`config.mk`:
```
export PLATFORM = sky130hd
export DESIGN_NAME = tps_phase_flat
export DESIGN_NICKNAME = d
export VERILOG_FILES = /design/src/hw/rtl/tps_pkg.sv /design/src/hw/rtl/tps_channels.sv /design/src/hw/rtl/tps_phase.sv /design/src/flat_wrapper.sv
export SDC_FILE = /design/constraint.sdc
export NUM_CORES = 1
export LEC_CHECK = 0
export ABC_AREA = 1
export BUFFER_PORTS_ARGS = -buffer_cell sky130_fd_sc_hd__clkbuf_2
export CORE_ASPECT_RATIO = 1.1
export CORE_MARGIN = 2
export CORE_UTILIZATION = 55
export CTS_BUF_LIST = sky130_fd_sc_hd__clkbuf_4 sky130_fd_sc_hd__clkbuf_8
export DETAILED_ROUTE_END_ITERATION = 7
export PLACE_DENSITY = 0.79
export SYNTH_ARGS = -nofsm -noshare
export SYNTH_HDL_FRONTEND = slang
export SYNTH_SLANG_ARGS = --single-unit
```
`constraint.sdc`:
```
create_clock -name clock -period 20 [get_ports clock]
set_input_delay 3 -clock clock [delete_from_list [all_inputs] [get_ports clock]]
set_output_delay 3 -clock clock [all_outputs]
set_load 0.02 [all_outputs]
```
`src/hw/rtl/tps_pkg.sv`:
```
// ----------------------------------------------------------------------------
// tps_pkg
// Types, constants and helpers shared by the trapezoidal profile sampler.
// ----------------------------------------------------------------------------
package tps_pkg;

   localparam int TimeW  = 32;
   localparam int AccW   = 32;
   localparam int PosW   = 48;
   localparam int ProdW  = 64;
   localparam int QW     = 67;
   localparam int CsrIdxW = 3;

   localparam logic [CsrIdxW-1:0] REG_START_POSITION = 3'd0;
   localparam logic [CsrIdxW-1:0] REG_ACCEL_VALUE    = 3'd1;
   localparam logic [CsrIdxW-1:0] REG_RAMP_TIME      = 3'd2;
   localparam logic [CsrIdxW-1:0] REG_CRUISE_TIME    = 3'd3;
   localparam logic [CsrIdxW-1:0] REG_START_TIME     = 3'd4;

   localparam logic [PosW-1:0] POS_MAX = {1'b0, {(PosW-1){1'b1}}};
   localparam logic [PosW-1:0] POS_MIN = {1'b1, {(PosW-1){1'b0}}};
   localparam logic [AccW-1:0] ACC_MIN = {1'b1, {(AccW-1){1'b0}}};
   localparam logic [AccW-1:0] ACC_MAX = {1'b0, {(AccW-1){1'b1}}};

   typedef enum logic [2:0] {
      PHASE_BEFORE = 3'd0,
      PHASE_ACCEL  = 3'd1,
      PHASE_CRUISE = 3'd2,
      PHASE_DECEL  = 3'd3,
      PHASE_DONE   = 3'd4
   } phase_type;

   typedef struct packed {
      logic [PosW-1:0]  start_position;
      logic [AccW-1:0]  accel_value;
      logic [TimeW-1:0] ramp_time;
      logic [TimeW-1:0] cruise_time;
      logic [TimeW-1:0] start_time;
   } cfg_type;

   // elapsed time, decel offset and velocity time base of one query
   typedef struct packed {
      phase_type        phase;
      logic [TimeW-1:0] t;
      logic [TimeW-1:0] d;
      logic [TimeW-1:0] vt;
   } timing_type;

   // time-squared quantity and finished velocity
   typedef struct packed {
      phase_type       phase;
      logic [QW-1:0]   q;
      logic [PosW-1:0] velocity;
   } quad_type;

   typedef struct packed {
      logic [PosW-1:0] position;
      logic [PosW-1:0] velocity;
      logic [AccW-1:0] accel_out;
      phase_type       phase;
      logic            saturated;
   } result_type;

   function automatic logic [AccW-1:0] accel_mag(input logic [AccW-1:0] a);
      accel_mag = a[AccW-1] ? (~a + AccW'(1)) : a;
   endfunction

endpackage

```
`src/hw/rtl/tps_channels.sv`:
```
// ----------------------------------------------------------------------------
// tps_channels
// Query and result channels of the trapezoidal profile sampler.
// ----------------------------------------------------------------------------
interface tps_req_if;
   logic                        valid;
   logic                        ready;
   logic [tps_pkg::TimeW-1:0]   query_time;

   modport source (output valid, output query_time, input ready);
   modport sink   (input valid, input query_time, output ready);
endinterface


```
`src/hw/rtl/tps_phase.sv`:
```
// ----------------------------------------------------------------------------
// tps_phase
// Stage 1: elapsed time, phase decision, decel offset and velocity time base.
// ----------------------------------------------------------------------------
module tps_phase (
   input  logic                 clock,
   input  logic                 reset,
   input  tps_pkg::cfg_type     cfg,
   tps_req_if.sink              req_chan,
   output logic                 out_valid,
   input  logic                 out_ready,
   output tps_pkg::timing_type  out_item
);

   logic                valid_ff;
   tps_pkg::timing_type item_ff;
   tps_pkg::timing_type item_in;
   logic                take;

   logic [tps_pkg::TimeW-1:0] t;
   logic [tps_pkg::TimeW:0]   lim2;
   logic [tps_pkg::TimeW+1:0] lim3;
   logic [tps_pkg::TimeW+1:0] vt_dec;

   assign req_chan.ready = !valid_ff || out_ready;
   assign take = req_chan.valid && req_chan.ready;

   always_comb begin
      t      = req_chan.query_time - cfg.start_time;
      lim2   = {1'b0, cfg.ramp_time} + {1'b0, cfg.cruise_time};
      lim3   = {1'b0, lim2} + {2'b00, cfg.ramp_time};
      vt_dec = lim3 - {2'b00, t};
      item_in.t  = t;
      item_in.d  = t - cfg.ramp_time - cfg.cruise_time;
      item_in.vt = '0;
      if (req_chan.query_time < cfg.start_time) begin
         item_in.phase = tps_pkg::PHASE_BEFORE;
      end else if (t <= cfg.ramp_time) begin
         item_in.phase = tps_pkg::PHASE_ACCEL;
         item_in.vt    = t;
      end else if ({1'b0, t} <= lim2) begin
         item_in.phase = tps_pkg::PHASE_CRUISE;
         item_in.vt    = cfg.ramp_time;
      end else if ({2'b00, t} <= lim3) begin
         item_in.phase = tps_pkg::PHASE_DECEL;
         item_in.vt    = vt_dec[tps_pkg::TimeW-1:0];
      end else begin
         item_in.phase = tps_pkg::PHASE_DONE;
      end
   end

   always_ff @(posedge clock) begin
      if (reset) begin
         valid_ff <= 1'b0;
      end else if (req_chan.ready) begin
         valid_ff <= req_chan.valid;
      end
   end

   always_ff @(posedge clock) begin
      if (take) begin
         item_ff <= item_in;
      end
   end

   assign out_valid = valid_ff;
   assign out_item  = item_ff;

endmodule

```
`src/flat_wrapper.sv`:
```
// flat-port wrapper written by rule: the top's interface ports become plain ports
module tps_phase_flat 
  (clock, reset, cfg, out_valid, out_ready, out_item, req_chan_valid, req_chan_query_time, req_chan_ready);
  tps_req_if req_chan_i ();
  input  logic clock;
  input  logic reset;
  input  tps_pkg::cfg_type cfg;
  output logic out_valid;
  input  logic out_ready;
  output tps_pkg::timing_type out_item;
  input wire logic [$bits(req_chan_i.valid)-1:0] req_chan_valid;
  input wire logic [$bits(req_chan_i.query_time)-1:0] req_chan_query_time;
  output wire logic [$bits(req_chan_i.ready)-1:0] req_chan_ready;
  assign req_chan_i.valid = req_chan_valid;
  assign req_chan_i.query_time = req_chan_query_time;
  assign req_chan_ready = req_chan_i.ready;
  tps_phase u_core (.clock(clock), .reset(reset), .cfg(cfg), .req_chan(req_chan_i), .out_valid(out_valid), .out_ready(out_ready), .out_item(out_item));
endmodule
```
==> results.toml, run 1 <==
[outcome]
outcome = "finished clean"

[drt]
drc_errors = 0
via_count = 16400
vias_per_cell = 5.64
drt_pass1_iterations = 6
antenna_left = 0
wl_per_cell_um = 18.4
drt_wl_total_mm = 53.5
drtIter0Drc = 1322

[job]
drv_cap = 0

[sta]
maxSlewViolCount = 0
totalNegativeSetupSlack_ps = 0
worstMarginPinSlew_ps = 1000
setup_repair_after_global_routing_missed_its_margin = "false"
slew-limit-headroom = 0.325
fin_crit_ps = 9150
max_freq_mhz = 109
worst_clock_skew_ps = 13.5
setup_viol = 0
fin_crit_sh = 0.458
final-hold-violation-count = 0

[clock_network]
clock-root-buffer = "sky130_fd_sc_hd__clkbuf_8"
clock_insertion_delay_worst_skew_ps = 420
path_clk_slew_ps = 110
clock_sinks = 100
count_of_h_tree_levels_built_during_cts = 3
cts_resized = 0
clock_path_buffers = 2
postCtsSetupRepairBufs = 0
tritoncts_clock_tree = "built"
cts-hold-fix-buffers = 0
cts_made_buffers = 9

[worst_setup_path]
crit_path_end_kind = "register"
critPathBufInv = 1
worst_ep_arrival_time_ps = 9370
setup.worst_path.start_class = "primary input"
timing.setup.critical_path_class = "in -> reg"
timing.critical_path.fanout_max = 34
cp_slowest_stage_delay_ps = 450
reg2reg_depth = 3
timing.critical_path.slowest_stage_cell = "sky130_fd_sc_hd__nand2_4"
critPathTopFamily = "simple AND/OR/NAND/NOR gates"
path_common_cell = "sky130_fd_sc_hd__nand2_1"
required_ps = 20220
worst-path-stages = 32

[floorplan]
num_ports = 313
core_area_um2 = 29600
dieArea_um2 = 31600
die-width_um = 170
initial_utilization = 0.559
std_cell_rows = 66
die_height_um = 186

[synthesis]
synth.ff_latch_count = 100
synth.largest_area_cell = "sky130_fd_sc_hd__ha_1"
synth.top_cell.area_share = 0.215
synth_seq_area_share = 0.180
postSynthNetCount = 2820
count_of_flip_flops_with_a_built_in_enable_after_synthesis = 99
postSynth.asyncResetShare = 0
post_synth_inst_count = 2288
yosysWarnings = 0
postSynth.topFlopCell = "sky130_fd_sc_hd__edfxtp_1"
synthesis.area_per_instance_um2 = 7.25
synth_cell_types = 48
mappedNetlistArea_um2 = 16600
top_area_cells_in_the_synthesized_netlist = "sky130_fd_sc_hd__ha_1, sky130_fd_sc_hd__edfxtp_1, sky130_fd_sc_hd__nand2_1, sky130_fd_sc_hd__inv_1, sky130_fd_sc_hd__a21oi_1"

[cells_and_area]
final_common_cell = "sky130_fd_sc_hd__nand2_1"
syn_to_layout_area_delta_pct = 10.8
finalNetCount = 3055
most-common-layout-cells = "sky130_fd_sc_hd__nand2_1, sky130_fd_sc_hd__inv_1, sky130_fd_sc_hd__ha_1"
fin_cells = 2903
fillers = 2808
final_layout_size_suffix_gt1_frac = 0.144

[global_route]
antenna_violations_before_repair = 1
grt_first_pass_wirelength_mm = 81.4
globalRouteTotalUtil = 0.337
number_of_global_route_vias_before_repair = 15800
global_route.overflow_total = 0
maximum_number_of_pins_on_one_net_before_global_route_repair = 59

[power_and_ir_drop]
max-vdd-ir-drop_mv = 0.0395
static-leakage-power_nw = 9.98
power_per_cell_area_nw_per_um2 = 114

[placed_design]
portBuffers = 232
dp_cells = 2886
place_hpwl_mm = 45.5
gp_congestion = 1.02

[min_path]
hold_path.class = "reg -> reg"
worst_hold_path.num_cells = 2
==> worst register-to-register path: stages, from the launching register on <==
cell and delay (ps):
sky130_fd_sc_hd__dfxtp_1 360, sky130_fd_sc_hd__a21oi_4 140, sky130_fd_sc_hd__buf_4 490, sky130_fd_sc_hd__buf_4 660
==> path summary, 6_finish.rpt <==
check                                start                                 to  slack (ps)
max                                cfg[64]  u_core.out_item[18]$_SDFFCE_PP0P_       10850
min          u_core.out_valid$_SDFFE_PP0N_      u_core.out_valid$_SDFFE_PP0N_         540
max reg2reg  u_core.out_valid$_SDFFE_PP0N_  u_core.out_item[30]$_SDFFCE_PP0P_       17960
min reg2reg  u_core.out_valid$_SDFFE_PP0N_      u_core.out_valid$_SDFFE_PP0N_         540
==> cells by family (layout without fill, tap and decap cells) <==
group                    count (synthesis)  after routing  share of synthesized area
other                                    0              1                          0
XOR/XNOR                               142            142                     0.0750
buffers and inverters                  465            705                      0.110
flip-flops                             100            100                      0.180
AO/OA/AOI/OAI                          486            486                      0.173
AND/OR/NAND/NOR                        775            775                      0.205
adder cells (fa/ha/maj)                320            320                      0.257
==> routing by layer <==
metal / GRT usage / up-vias / wire [um]
met5: 0 / - / 0
met4: 0.137 / 0 / 2140
met3: 0.0580 / 116 / 4700
met2: 0.557 / 725 / 23900
met1: 0.438 / 7593 / 22800
li1: - / 7949 / -
==> cell type report <==
type | instances | area, um^2 | share of cell area
Sequential cell | 100 | 2990 | 0.163
Clock inverter | 6 | 72.6 | 0.00395
Tap cell | 374 | 468 | 0.0255
Timing Repair Buffer | 242 | 1240 | 0.0673
Inverter | 447 | 1680 | 0.0913
Multi-Input combinational cell | 1723 | 11800 | 0.642
Antenna cell | 1 | 2.50 | 0.000136
Clock buffer | 10 | 131 | 0.00715
==> power breakdown <==
part / internal, mW / switching [mW]
logic: 0.542 / 1.08
clock network: 0.0609 / 0.0866
registers: 0.313 / 0.0132
total: 0.916 / 1.18
==> sequential cells by signal, indices dropped and copies added, names as in the netlist <==
name / cells
u_core.out_item: 99
u_core.out_valid: 1
==> metrics by stage <==
| step | util | cell area [um^2] | hold slack (ps) | setup WS, ps | total power, mW |
|---|---|---|---|---|---|
| after floorplan | - | 16600 | 705 | 11590 | 1.50 |
| after global placement | 0.613 | 18200 | 514 | 10540 | 1.88 |
| after detailed placement | 0.613 | 18200 | 530 | 10540 | 1.91 |
| after CTS | 0.620 | 18400 | 545 | 10960 | 2.06 |
| after global routing | 0.620 | 18400 | 561 | 10410 | 2.27 |
| final | 0.620 | 18400 | 538 | 10850 | 2.09 |
==> synthesized netlist by cell type (29+ instances only) <==
library cell               instances
sky130_fd_sc_hd__a21o_1           29
sky130_fd_sc_hd__a21oi_1         227
sky130_fd_sc_hd__a21oi_2          33
sky130_fd_sc_hd__edfxtp_1         99
sky130_fd_sc_hd__fa_1             35
sky130_fd_sc_hd__ha_1            285
sky130_fd_sc_hd__inv_1           442
sky130_fd_sc_hd__nand2_1         448
sky130_fd_sc_hd__nand3_1          70
sky130_fd_sc_hd__nand3_2          32
sky130_fd_sc_hd__nor2_1          145
sky130_fd_sc_hd__o21ai_0          95
sky130_fd_sc_hd__xnor2_1          41
sky130_fd_sc_hd__xor2_1          101
(Power assumes the default switching activity.)
==> run 2, diff against run 1 <==
- clock period: 20 -> 9 ns (I/O delays scaled with it)
==> results.toml, run 2 (same netlist as run 1, synthesis figures left out) <==
[placed_design]
portBuffers = 232
pre_cts_ws_ps = 1430
placement.cell_area_um2 = 18200
gp_congestion = 1.00
place_hpwl_mm = 46.0

[clock_network]
cts_resized = 0
clock_path_buffers = 2
tritoncts_clock_tree = "built"
cts_made_buffers = 9
path_clk_slew_ps = 100
clock_sinks = 100
postCtsSetupRepairBufs = 0
clock_insertion_delay_worst_skew_ps = 420
cts-hold-fix-buffers = 0
count_of_h_tree_levels_built_during_cts = 3
clock-root-buffer = "sky130_fd_sc_hd__clkbuf_8"

[sta]
fin_crit_sh = 0.813
final-hold-violation-count = 0
worstMarginPinSlew_ps = 1160
slew-limit-headroom = 0.222
post-route-worst-setup-slack_ps = 1680
setup_repair_after_global_routing_missed_its_margin = "false"
worst_clock_skew_ps = 21.2
setup_viol = 0
fin_crit_ps = 7320
maxSlewViolCount = 0
totalNegativeSetupSlack_ps = 0
max_freq_mhz = 137

[worst_setup_path]
cp_slowest_stage_delay_ps = 450
crit_path_end_kind = "register"
timing.critical_path.fanout_max = 34
required_ps = 9220
timing.setup.critical_path_class = "in -> reg"
worst_ep_arrival_time_ps = 7530
timing.critical_path.slowest_stage_cell = "sky130_fd_sc_hd__nand2_4"
setup.worst_path.start_class = "primary input"

[floorplan]
num_ports = 313
std_cell_rows = 66
die_height_um = 186
dieArea_um2 = 31600
die-width_um = 170
initial_utilization = 0.559
core_area_um2 = 29600

[cells_and_area]
final_layout_size_suffix_gt1_frac = 0.144
final_design_area_no_fill_um2 = 18400
most-common-layout-cells = "sky130_fd_sc_hd__nand2_1, sky130_fd_sc_hd__inv_1, sky130_fd_sc_hd__ha_1"
final_common_cell = "sky130_fd_sc_hd__nand2_1"
finalNetCount = 3055
largest_reg_flops = 99
syn_to_layout_area_delta_pct = 10.8

[global_route]
globalRouteTotalUtil = 0.337
number_of_global_route_vias_before_repair = 15600
global_route.overflow_total = 0
antenna_violations_before_repair = 1
maximum_number_of_pins_on_one_net_before_global_route_repair = 59
grt_first_pass_wirelength_mm = 81.3

[drt]
drt_wl_total_mm = 54.1
wl_per_cell_um = 18.6
via_count = 16200
drtIter0Drc = 1312
vias_per_cell = 5.59
drc_errors = 0
wl_met2_mm = 24.5
post_route_m1_wl_mm = 23.7
highest-signal-layer = "met4"
drt_pass1_iterations = 6
antenna_left = 0
wl_met3_mm = 4.03

[power_and_ir_drop]
max-vdd-ir-drop_mv = 0.134
pwr-share-comb = 0.774
power_frac_seq = 0.156
power.switching_fraction = 0.562
p_sw_mw = 2.61
clock_power_share = 0.070
static-leakage-power_nw = 9.98
power_report.internal_total_mw = 2.04
total_power_mw = 4.65
power_per_cell_area_nw_per_um2 = 253

[outcome]
outcome = "finished clean"

[job]
drv_cap = 0

[min_path]
hold_path.class = "reg -> reg"
run 2: cell counts in the layout (fill, tap and decap cells not counted):
Identical to the previous run, type by type.
run 2: final timing paths:
check,slack (ps),start,to,cells past startpoint
worst max register to register,6960,u_core.out_valid$_SDFFE_PP0N_,u_core.out_item[23]$_SDFFCE_PP0P_,3
worst min register to register,550,u_core.out_valid$_SDFFE_PP0N_,u_core.out_valid$_SDFFE_PP0N_,2
worst max-delay path,1680,cfg[66],u_core.out_item[18]$_SDFFCE_PP0P_,32
worst min-delay path,550,u_core.out_valid$_SDFFE_PP0N_,u_core.out_valid$_SDFFE_PP0N_,2
run 2: area by class of cell:
class / instances / area [um^2]
timing repair buffer: 242 / 1240
clock inverter: 6 / 72.6
tap: 374 / 468
multi-input combinational: 1723 / 11800
sequential: 100 / 2990
inverter: 447 / 1680
antenna: 1 / 2.50
fill: 2791 / 11300
clock buffer: 10 / 131
run 2: layer usage:
metal  track usage  vias up
li1              -     7961
met1         0.446     7506
met2         0.564      645
met3        0.0442      109
met4         0.126        0
met5             0        -
run 2: power groups by stage:
stage                     Clock [mW]  Combinational [mW]  Sequential (mW)
after floorplan                    0                2.45            0.893
after global placement             0                3.47            0.736
after detailed placement           0                3.52            0.737
after CTS                      0.331                3.53            0.727
after global routing           0.343                3.95            0.738
final                          0.326                3.60            0.725
run 2: worst max-delay path, delay by kind of cell:
kind,cells,cell delay [ps]
compound gates,11,2520
simple gates,13,1830
fa+ha+maj,3,1070
buf+inv,4,460
xor+xnor,1,290
run 2: metrics by stage:
stage | cells | hold WS [ps] | util
5_1_grt | 2903 | 564 | 0.620
3_3_place_gp | 2886 | 517 | 0.613
6_report | 2903 | 549 | 0.620
4_1_cts | 2902 | 543 | 0.620
3_5_place_dp | 2886 | 529 | 0.613
2_1_floorplan | 2288 | 705 | -
==> run 3, diff against run 2 <==
- CORE_UTILIZATION: 55 -> 53
- PLACE_DENSITY: 0.79 -> 0.8
- clock period: 9 -> 6.05 ns (I/O delays scaled with it)
==> results.toml, run 3 (same netlist as run 1, synthesis figures left out) <==
[clock_network]
count_of_h_tree_levels_built_during_cts = 3
cts_made_buffers = 9
clock-root-buffer = "sky130_fd_sc_hd__clkbuf_8"
clock_sinks = 100
clock_insertion_delay_worst_skew_ps = 420
clock_path_buffers = 2
path_clk_slew_ps = 110
tritoncts_clock_tree = "built"

[sta]
post-route-worst-setup-slack_ps = 145
fin_hold_ws_ps = 568
maxSlewViolCount = 0
worstMarginPinSlew_ps = 826
totalNegativeSetupSlack_ps = 0
fin_crit_ps = 5900
slew-limit-headroom = 0.446
worst_clock_skew_ps = 18.1
final-hold-violation-count = 0
fin_crit_sh = 0.976
setup_viol = 0
max_freq_mhz = 169

[worst_setup_path]
timing.setup.critical_path_class = "in -> reg"
rr_startpoint = "u_core.out_valid$_SDFFE_PP0N_"
worst_ep_arrival_time_ps = 6080
timing.critical_path.slowest_stage_cell = "sky130_fd_sc_hd__fa_1"
setup.worst_path.start_class = "primary input"
required_ps = 6230
worst-r2r-setup-slack_ps = 3960
timing.rr.end = "u_core.out_item[57]$_DFFE_PP_"
timing.critical_path.fanout_max = 7
reg2reg_depth = 3
crit_path_end_kind = "register"
cp_slowest_stage_delay_ps = 390

[cells_and_area]
most-common-layout-cells = "sky130_fd_sc_hd__inv_1, sky130_fd_sc_hd__nand2_1, sky130_fd_sc_hd__buf_4"
sequential_cell_area_um2 = 2990
syn_to_layout_area_delta_pct = 30.9
final_common_cell = "sky130_fd_sc_hd__inv_1"
largest_reg_flops = 99
fin_util = 0.708
fin_cells = 3304
finalNetCount = 3415
combined_area_of_the_multi_input_logic_cells_um2 = 12200
final_layout_size_suffix_gt1_frac = 0.278
fillers = 2574
final_design_area_no_fill_um2 = 21700

[drt]
drt_wl_total_mm = 60.4
drtIter0Drc = 1840
via_count = 18300
wl_per_cell_um = 18.3
antenna_left = 0
drt_pass1_iterations = 7
vias_per_cell = 5.55
drc_errors = 0

[floorplan]
die-width_um = 173
num_ports = 313
std_cell_rows = 67
die_height_um = 190
initial_utilization = 0.541
core_area_um2 = 30700
dieArea_um2 = 32700

[min_path]
min-delay-start = "u_core.out_valid$_SDFFE_PP0N_"
hold_path.class = "reg -> reg"
holdPathEnd = "u_core.out_valid$_SDFFE_PP0N_"
worst_hold_path.num_cells = 2

[placed_design]
dp_cells = 3264
place_hpwl_mm = 49.7
portBuffers = 232
pre_cts_ws_ps = -310
gp_congestion = 1.02
placement.cell_area_um2 = 20800

[global_route]
antenna_violations_before_repair = 3
number_of_global_route_vias_before_repair = 17500
global_route.overflow_total = 0
globalRouteTotalUtil = 0.348
grt_first_pass_wirelength_mm = 89.1
maximum_number_of_pins_on_one_net_before_global_route_repair = 59

[power_and_ir_drop]
total_power_mw = 8.27
max-vdd-ir-drop_mv = 0.163
static-leakage-power_nw = 11.8
power_per_cell_area_nw_per_um2 = 381

[job]
drv_cap = 0

[outcome]
outcome = "finished clean"
## run 3: cell types whose count changed in the layout (fill, tap and decap cells not counted), sizes merged
| cell | change |
|---|---|
| diode | +2 |
| clkbuf | +2 |
| buf | +357 |
| clkinvlp | -1 |
| bufinv | +1 |
## run 3: routing by layer
| metal | global-route usage | routed length [um] | vias up |
|---|---|---|---|
| met1 | 0.462 | 23900 | 8429 |
| met4 | 0.139 | 2900 | 0 |
| met3 | 0.0614 | 6900 | 173 |
| met5 | 0 | 0 | - |
| li1 | - | - | 8677 |
| met2 | 0.565 | 26700 | 1055 |
## run 3: layout make-up
class                   instances  area share
clock buffers                   9     0.00571
well taps                     414      0.0239
diodes                          3    0.000346
inverters                     447      0.0773
multi-input cells            1723       0.564
clock inverters                 6     0.00444
repair buffers                602       0.186
flip-flops and latches        100       0.138
## run 3: timing repair
action,in CTS,in global routing
setup endpoints to repair,0,35
hold buffers,0,0
setup buffers,0,18
gates resized for setup,0,97
## run 3: report_power, final
part | total (mW) | leakage (nW) | internal (mW) | switching [mW]
Combinational | 6.68 | 10.8 | 2.69 | 3.99
Sequential | 1.08 | 0.977 | 1.03 | 0.0453
Clock | 0.516 | 0.108 | 0.236 | 0.280
## run 3: critical path, delay by kind of cell
family,cells,cell delay (ps)
AO/OA/AOI/OAI,6,1050
XOR/XNOR,2,360
AND/OR/NAND/NOR,21,1840
buffers and inverters,5,640
adder cells (fa/ha/maj),4,1230
## run 3: worst max path at each step
stage | from | endpoint | slack (ps) | cells after the start
floorplan | cfg[32] | u_core.out_item[7]$_SDFFCE_PP0P_ | 530 | 35
global placement | cfg[32] | u_core.out_item[29]$_SDFFCE_PP0P_ | -210 | 37
detailed placement | cfg[66] | u_core.out_item[3]$_SDFFCE_PP0P_ | -310 | 40
CTS | cfg[66] | u_core.out_item[16]$_SDFFCE_PP0P_ | 90 | 40
global route | cfg[32] | u_core.out_item[30]$_SDFFCE_PP0P_ | -130 | 38
finish | cfg[32] | u_core.out_item[30]$_SDFFCE_PP0P_ | 150 | 38
